===== src/rtl/ecs_pkg.sv =====
// shared types, codes and helpers for the eight bit cpu subset executor
package ecs_pkg;

  localparam int unsigned MemDepthDefault = 65536;

  typedef enum logic [4:0] {
    K_MOV  = 5'd0,  K_STAX = 5'd1,  K_XCHG = 5'd2,  K_ADD  = 5'd3,
    K_DCR  = 5'd4,  K_INX  = 5'd5,  K_CMA  = 5'd6,  K_CMP  = 5'd7,
    K_DAD  = 5'd8,  K_SUB  = 5'd9,  K_MVI  = 5'd10, K_ADI  = 5'd11,
    K_SUI  = 5'd12, K_INR  = 5'd13, K_DCX  = 5'd14, K_LDA  = 5'd15,
    K_LHLD = 5'd16, K_STA  = 5'd17, K_LXI  = 5'd18, K_SHLD = 5'd19,
    K_JMP  = 5'd20, K_JC   = 5'd21, K_JNC  = 5'd22, K_JZ   = 5'd23,
    K_JNZ  = 5'd24, K_SET  = 5'd25, K_HLT  = 5'd26
  } kind_e;

  localparam logic [2:0] REG_A = 3'd0;
  localparam logic [2:0] REG_B = 3'd1;
  localparam logic [2:0] REG_C = 3'd2;
  localparam logic [2:0] REG_D = 3'd3;
  localparam logic [2:0] REG_E = 3'd4;
  localparam logic [2:0] REG_H = 3'd5;
  localparam logic [2:0] REG_L = 3'd6;

  typedef struct packed {
    logic s;
    logic z;
    logic ac;
    logic p;
    logic cy;
  } flags_t;

  typedef struct packed {
    logic [7:0] res;
    flags_t     flags;
  } alu_out_t;

  // even parity gives one
  function automatic logic parity_even(input logic [7:0] v);
    parity_even = ~(^v);
  endfunction

endpackage


===== src/rtl/ecs_alu.sv =====
// 8-bit add and subtract with the five flags
module ecs_alu (
  input  logic             [7:0] a_i,
  input  logic             [7:0] b_i,
  input  logic                   sub_i,
  output ecs_pkg::alu_out_t      out_o
);

  logic [7:0] bb;
  logic [8:0] sum;
  logic [4:0] nib;

  always_comb begin
    bb  = sub_i ? ~b_i : b_i;
    sum = {1'b0, a_i} + {1'b0, bb} + {8'd0, sub_i};
    nib = {1'b0, a_i[3:0]} + {1'b0, bb[3:0]} + {4'd0, sub_i};
    out_o.res      = sum[7:0];
    out_o.flags.cy = sub_i ? ~sum[8] : sum[8];
    out_o.flags.ac = nib[4];
    out_o.flags.s  = sum[7];
    out_o.flags.z  = (sum[7:0] == 8'd0);
    out_o.flags.p  = ecs_pkg::parity_even(sum[7:0]);
  end

endmodule


===== config.mk =====
export PLATFORM = sky130hd
export DESIGN_NAME = ecs_alu
export DESIGN_NICKNAME = d
export VERILOG_FILES = /design/src/rtl/ecs_pkg.sv /design/src/rtl/ecs_alu.sv
export SDC_FILE = /design/constraint.sdc
export NUM_CORES = 1
export LEC_CHECK = 0
export ABC_AREA = 1
export BUFFER_PORTS_ARGS = -buffer_cell sky130_fd_sc_hd__buf_2
export CAP_MARGIN = 30
export CORE_MARGIN = 2
export CORE_UTILIZATION = 45
export DETAILED_ROUTE_END_ITERATION = 10
export GPL_ROUTABILITY_DRIVEN = 0
export PLACE_DENSITY = 0.81
export SLEW_MARGIN = 5
export SYNTH_ARGS = -nofsm -noshare
export SYNTH_HDL_FRONTEND = slang
export SYNTH_SLANG_ARGS = --single-unit

===== constraint.sdc =====
create_clock -name vclk -period 2.2
set_input_delay 0.22 -clock vclk [all_inputs]
set_output_delay 0.22 -clock vclk [all_outputs]
set_load 0.05 [all_outputs]

==> impl_metrics.tcl, run 1 <==
set metrics [dict create \
    error "[ERROR DPL-0033] detailed placement checks failed during check placement." \
    count_of_different_cell_masters_after_synthesis 17 \
    antenna_found_initial 0 \
    syn_area_per_cell_um2 6.40 \
    synth.top_cells.by_count "29 x nand2_1, 16 x inv_1, 11 x ha_1" \
    dp_cells 163 \
    die_h_um 41.9 \
    dieWidth_um 41.9 \
    detailedPlacementHpwl_um 1640 \
    cts_hold_buf 0 \
    globalroute.repair_timing.worst_endpoint "out_o[1]" \
    outcome "did not finish" \
    yosysMostFrequentCell "nand2_1" \
    post_synth_inst_count 101 \
    synth-warning-count 0 \
    port_buffers 30 \
    syn-cell-area_um2 647 \
    synth.yosys.seq_area_share_pct 0 \
    yosys-top-cells-area "ha_1 21%, nand2_1 17%, xor2_1 12%, inv_1 9.3%, xnor2_1 8.1%" \
    synth_top_area_cell "ha_1" \
    core.rowCount 13 \
    io_pins 30 \
    synthesis.nets 130 \
    floorplan.initialDensity_pct 49.1 \
    maximum_number_of_pins_on_one_net_before_global_route_repair 9 \
    stop_stage "global routing" \
    synth.top_cell.area_share_pct 21.3 \
    endpoint_type "output port" \
]
what timing repair did:
| item | 4_1_cts |
|---|---|
| resized for setup | 16 |
| setup endpoints to repair | 3 |
| pin swaps | 10 |
| setup buffers | 4 |
kinds of logic after synthesis:
logic type	after synthesis	share of synthesized area [%]
xor gates and xnor gates	16	22.8
buffers and inverters	19	12.8
adders and majority gates	12	24.4
AOI/OAI and AO/OA	3	2.71
and+or+nand+nor	51	37.3
metrics by stage:
step / util, % / setup slack [ns] / instance area (µm²)
after CTS: 88.0 / -0.284 / 1160
after detailed placement: 79.5 / -0.598 / 1050
after floorplan: - / -0.285 / 763
after global placement: 79.5 / -0.472 / 1050
==> inputs of run 2 (changes only) <==
CORE_AREA = 2 2 63 65   (was unset)
CORE_MARGIN = unset   (was 2)
CORE_UTILIZATION = unset   (was 45)
DIE_AREA = 0 0 65 67   (was unset)
PLACE_DENSITY = unset   (was 0.81)
PLACE_DENSITY_LB_ADDON = 0.15   (was unset)
clock period = 2.85 ns   (was 2.2 ns; I/O delays follow)
==> run 2 against run 1 <==
Compared with the run above: the run now ends clean; synthesized cell count unchanged; synthesized area unchanged.
==> impl_metrics.tcl, run 2 <==
set metrics [dict create \
    syn-cell-area_um2 647 \
    largest_family_of_logic_cells_by_synthesized_area "simple AND/OR/NAND/NOR gates" \
    post_dp_cell_area_um2 932 \
    pwr_density_cell_mw_per_mm2 751 \
    relative_slew_slack_pct 83.1 \
    fp.dieArea_mm2 0.00436 \
    cell_chain_critical_path "clkbuf_4 > xor2_1 > ha_1 > a21oi_2 > nand2_4 > nand2_2 > nand2_1 > nand2_1 > nand2_1 > ha_1 > xnor2_2 > xnor2_2 > buf_6" \
    yosys-top-cells-area "ha_1 21%, nand2_1 17%, xor2_1 12%, inv_1 9.3%, xnor2_1 8.1%" \
    grt_remaining_overflow 0 \
    layout.filler_cells 423 \
    synth.yosys.seq_area_share_pct 0 \
    die_h_um 67 \
    finalSetupViolations 0 \
    count_of_nets_after_finishing 169 \
    synth-warning-count 0 \
    synth.mux.area_fraction_pct 0 \
    final_common_cell "nand2_1" \
    drv_cap 0 \
    post_synth_inst_count 101 \
    totalWireLength_um 1510 \
    worst_path_dominant_cell_family "adder cells" \
    drt_pass1_iterations 2 \
    critical_path_peak_fanout 8 \
    longest_individual_stage_delay_on_the_worst_path_ns 0.34 \
    adder_cell_share_of_the_synthesized_area_pct 24.4 \
    count_of_different_cell_masters_after_synthesis 17 \
    drc 0 \
    synthesis.nets 130 \
    worst_path_max_delay_cell "ha_1" \
    cp.required_ns 2.57 \
    final-max-slew-violation-count 0 \
    synth.top_cell.area_share_pct 21.3 \
    final_period_minus_worst_setup_slack_ns 2.68 \
    outcome "finished, final reports clean" \
    synth.top_cells.by_count "29 x nand2_1, 16 x inv_1, 11 x ha_1" \
    synth_simple_gate_area_share_pct 37.3 \
    complex_gate_fraction_of_the_synthesized_area_pct 2.71 \
    timing_worst_slew_pin_value_ns 0.251 \
    final.period_utilization_pct 94.0 \
    critical_path_arrival_ns 2.39 \
    yosysMostFrequentCell "nand2_1" \
    antenna_found_initial 0 \
    detailroute.via_count 675 \
    maximum_number_of_pins_on_one_net_before_global_route_repair 9 \
    setup.worst_path.end_class "output port" \
    cts_hold_buf 0 \
    dieWidth_um 65 \
    timing.critical_path.buf_inv 2 \
    startpoint_type "input port" \
    detailedPlacementHpwl_um 1440 \
    grt_pass1_vias 648 \
    layout.cell_area.non_filler_um2 955 \
    floorplan.initialDensity_pct 17.9 \
    clock.fmax_mhz 373 \
    detail_route.iter0.violations 5 \
    synth-xor-area-share_pct 22.8 \
    irDropWorstVdd_mv 0.226 \
    clock_buffer_count 0 \
    path_class "input port to output port" \
    worst_path_most_repeated_cell "nand2_1" \
    design.core.area_mm2 0.00361 \
    synth_top_area_cell "ha_1" \
    nFlopsAndLatches 0 \
    avgRoutedWirePerCell_um 8.13 \
    post-cts-setup-buffer-count 0 \
    io_pins 30 \
    drive_gt1_share_pct 39.1 \
    grt_usage_pct 7.14 \
    route.antenna.remaining_nets 0 \
    power.leakage_nw 0.570 \
    routed_via_density 3.63 \
    n_antenna_cell 0 \
    global_route_wire_length_before_repair_um 2570 \
    ff_latch_area_um2 0 \
    syn_area_per_cell_um2 6.40 \
    core.rowCount 22 \
    flow.area_growth_from_synthesis_pct 47.6 \
    finalHoldViolations 0 \
    final_util_pct 26.5 \
    port_buffers 30 \
    min_path_type "input port to output port" \
    mostFrequentLayoutCells "29 x nand2_1, 28 x buf_2, 16 x inv_1" \
    multiInputGateArea_um2 604 \
]
==> run 2: cell counts after synthesis <==
Identical to the previous run, type by type.
==> run 2: final timing paths <==
path,start,depth (start not counted),slack [ns],endpoint
min,a_i[0],4,1.05,out_o[5]
max,sub_i,13,0.17,out_o[1]
==> run 2: area by class of cell <==
| class | count | share of cell area [%] |
|---|---|---|
| multi-input combinational | 82 | 63.3 |
| inverter | 17 | 6.68 |
| timing repair buffer | 39 | 23.7 |
| tap | 48 | 6.29 |
==> run 2: layer usage <==
metal  share of wire, %  global-route usage (%)
met2                 50                    13.0
met5                  0                       0
met4                  0                       0
met1                 47                    9.82
met3                3.0                   0.338
==> run 2: cells by family (layout without fill, tap and decap cells) <==
group,after synthesis,after routing
and+or+nand+nor,51,51
adders and majority gates,12,12
xor gates and xnor gates,16,16
buffers and inverters,19,56
AOI/OAI and AO/OA,3,3
==> run 2: metrics by stage <==
| stage | hold WS [ns] | setup slack [ns] | power (W) | setup TNS, ns | cells |
|---|---|---|---|---|---|
| after global placement | 1.04 | -0.0232 | 0.000658 | -0.0232 | 186 |
| after global routing | 1.10 | -0.00251 | 0.000771 | -0.00251 | 186 |
| after CTS | 1.06 | 0.00735 | 0.000679 | 0 | 186 |
| after detailed placement | 1.06 | -0.0434 | 0.000659 | -0.0434 | 186 |
| final | 1.05 | 0.171 | 0.000717 | 0 | 186 |
| after floorplan | 0.884 | 0.0166 | 0.000528 | 0 | 101 |
==> run 2: timing repair <==
| item | CTS | global route |
|---|---|---|
| setup endpoints to repair | 1 | 1 |
| pin swaps | 0 | 0 |
| resized for setup | 1 | 5 |
==> run 2: where the power goes <==
part	total, W	leakage, nW	switching (W)	internal, W
clock network	0	0	0	0
logic	0.000717	0.570	0.000452	0.000265
registers	0	0	0	0
total	0.000717	0.570	0.000452	0.000265
==> run 2: worst min-delay path, stage by stage <==
cell and delay [ns]:
buf_2 0.10, xnor2_1 0.14, inv_1 0.04, buf_2 0.20
Note: power is estimated with default switching activity, not from simulation.
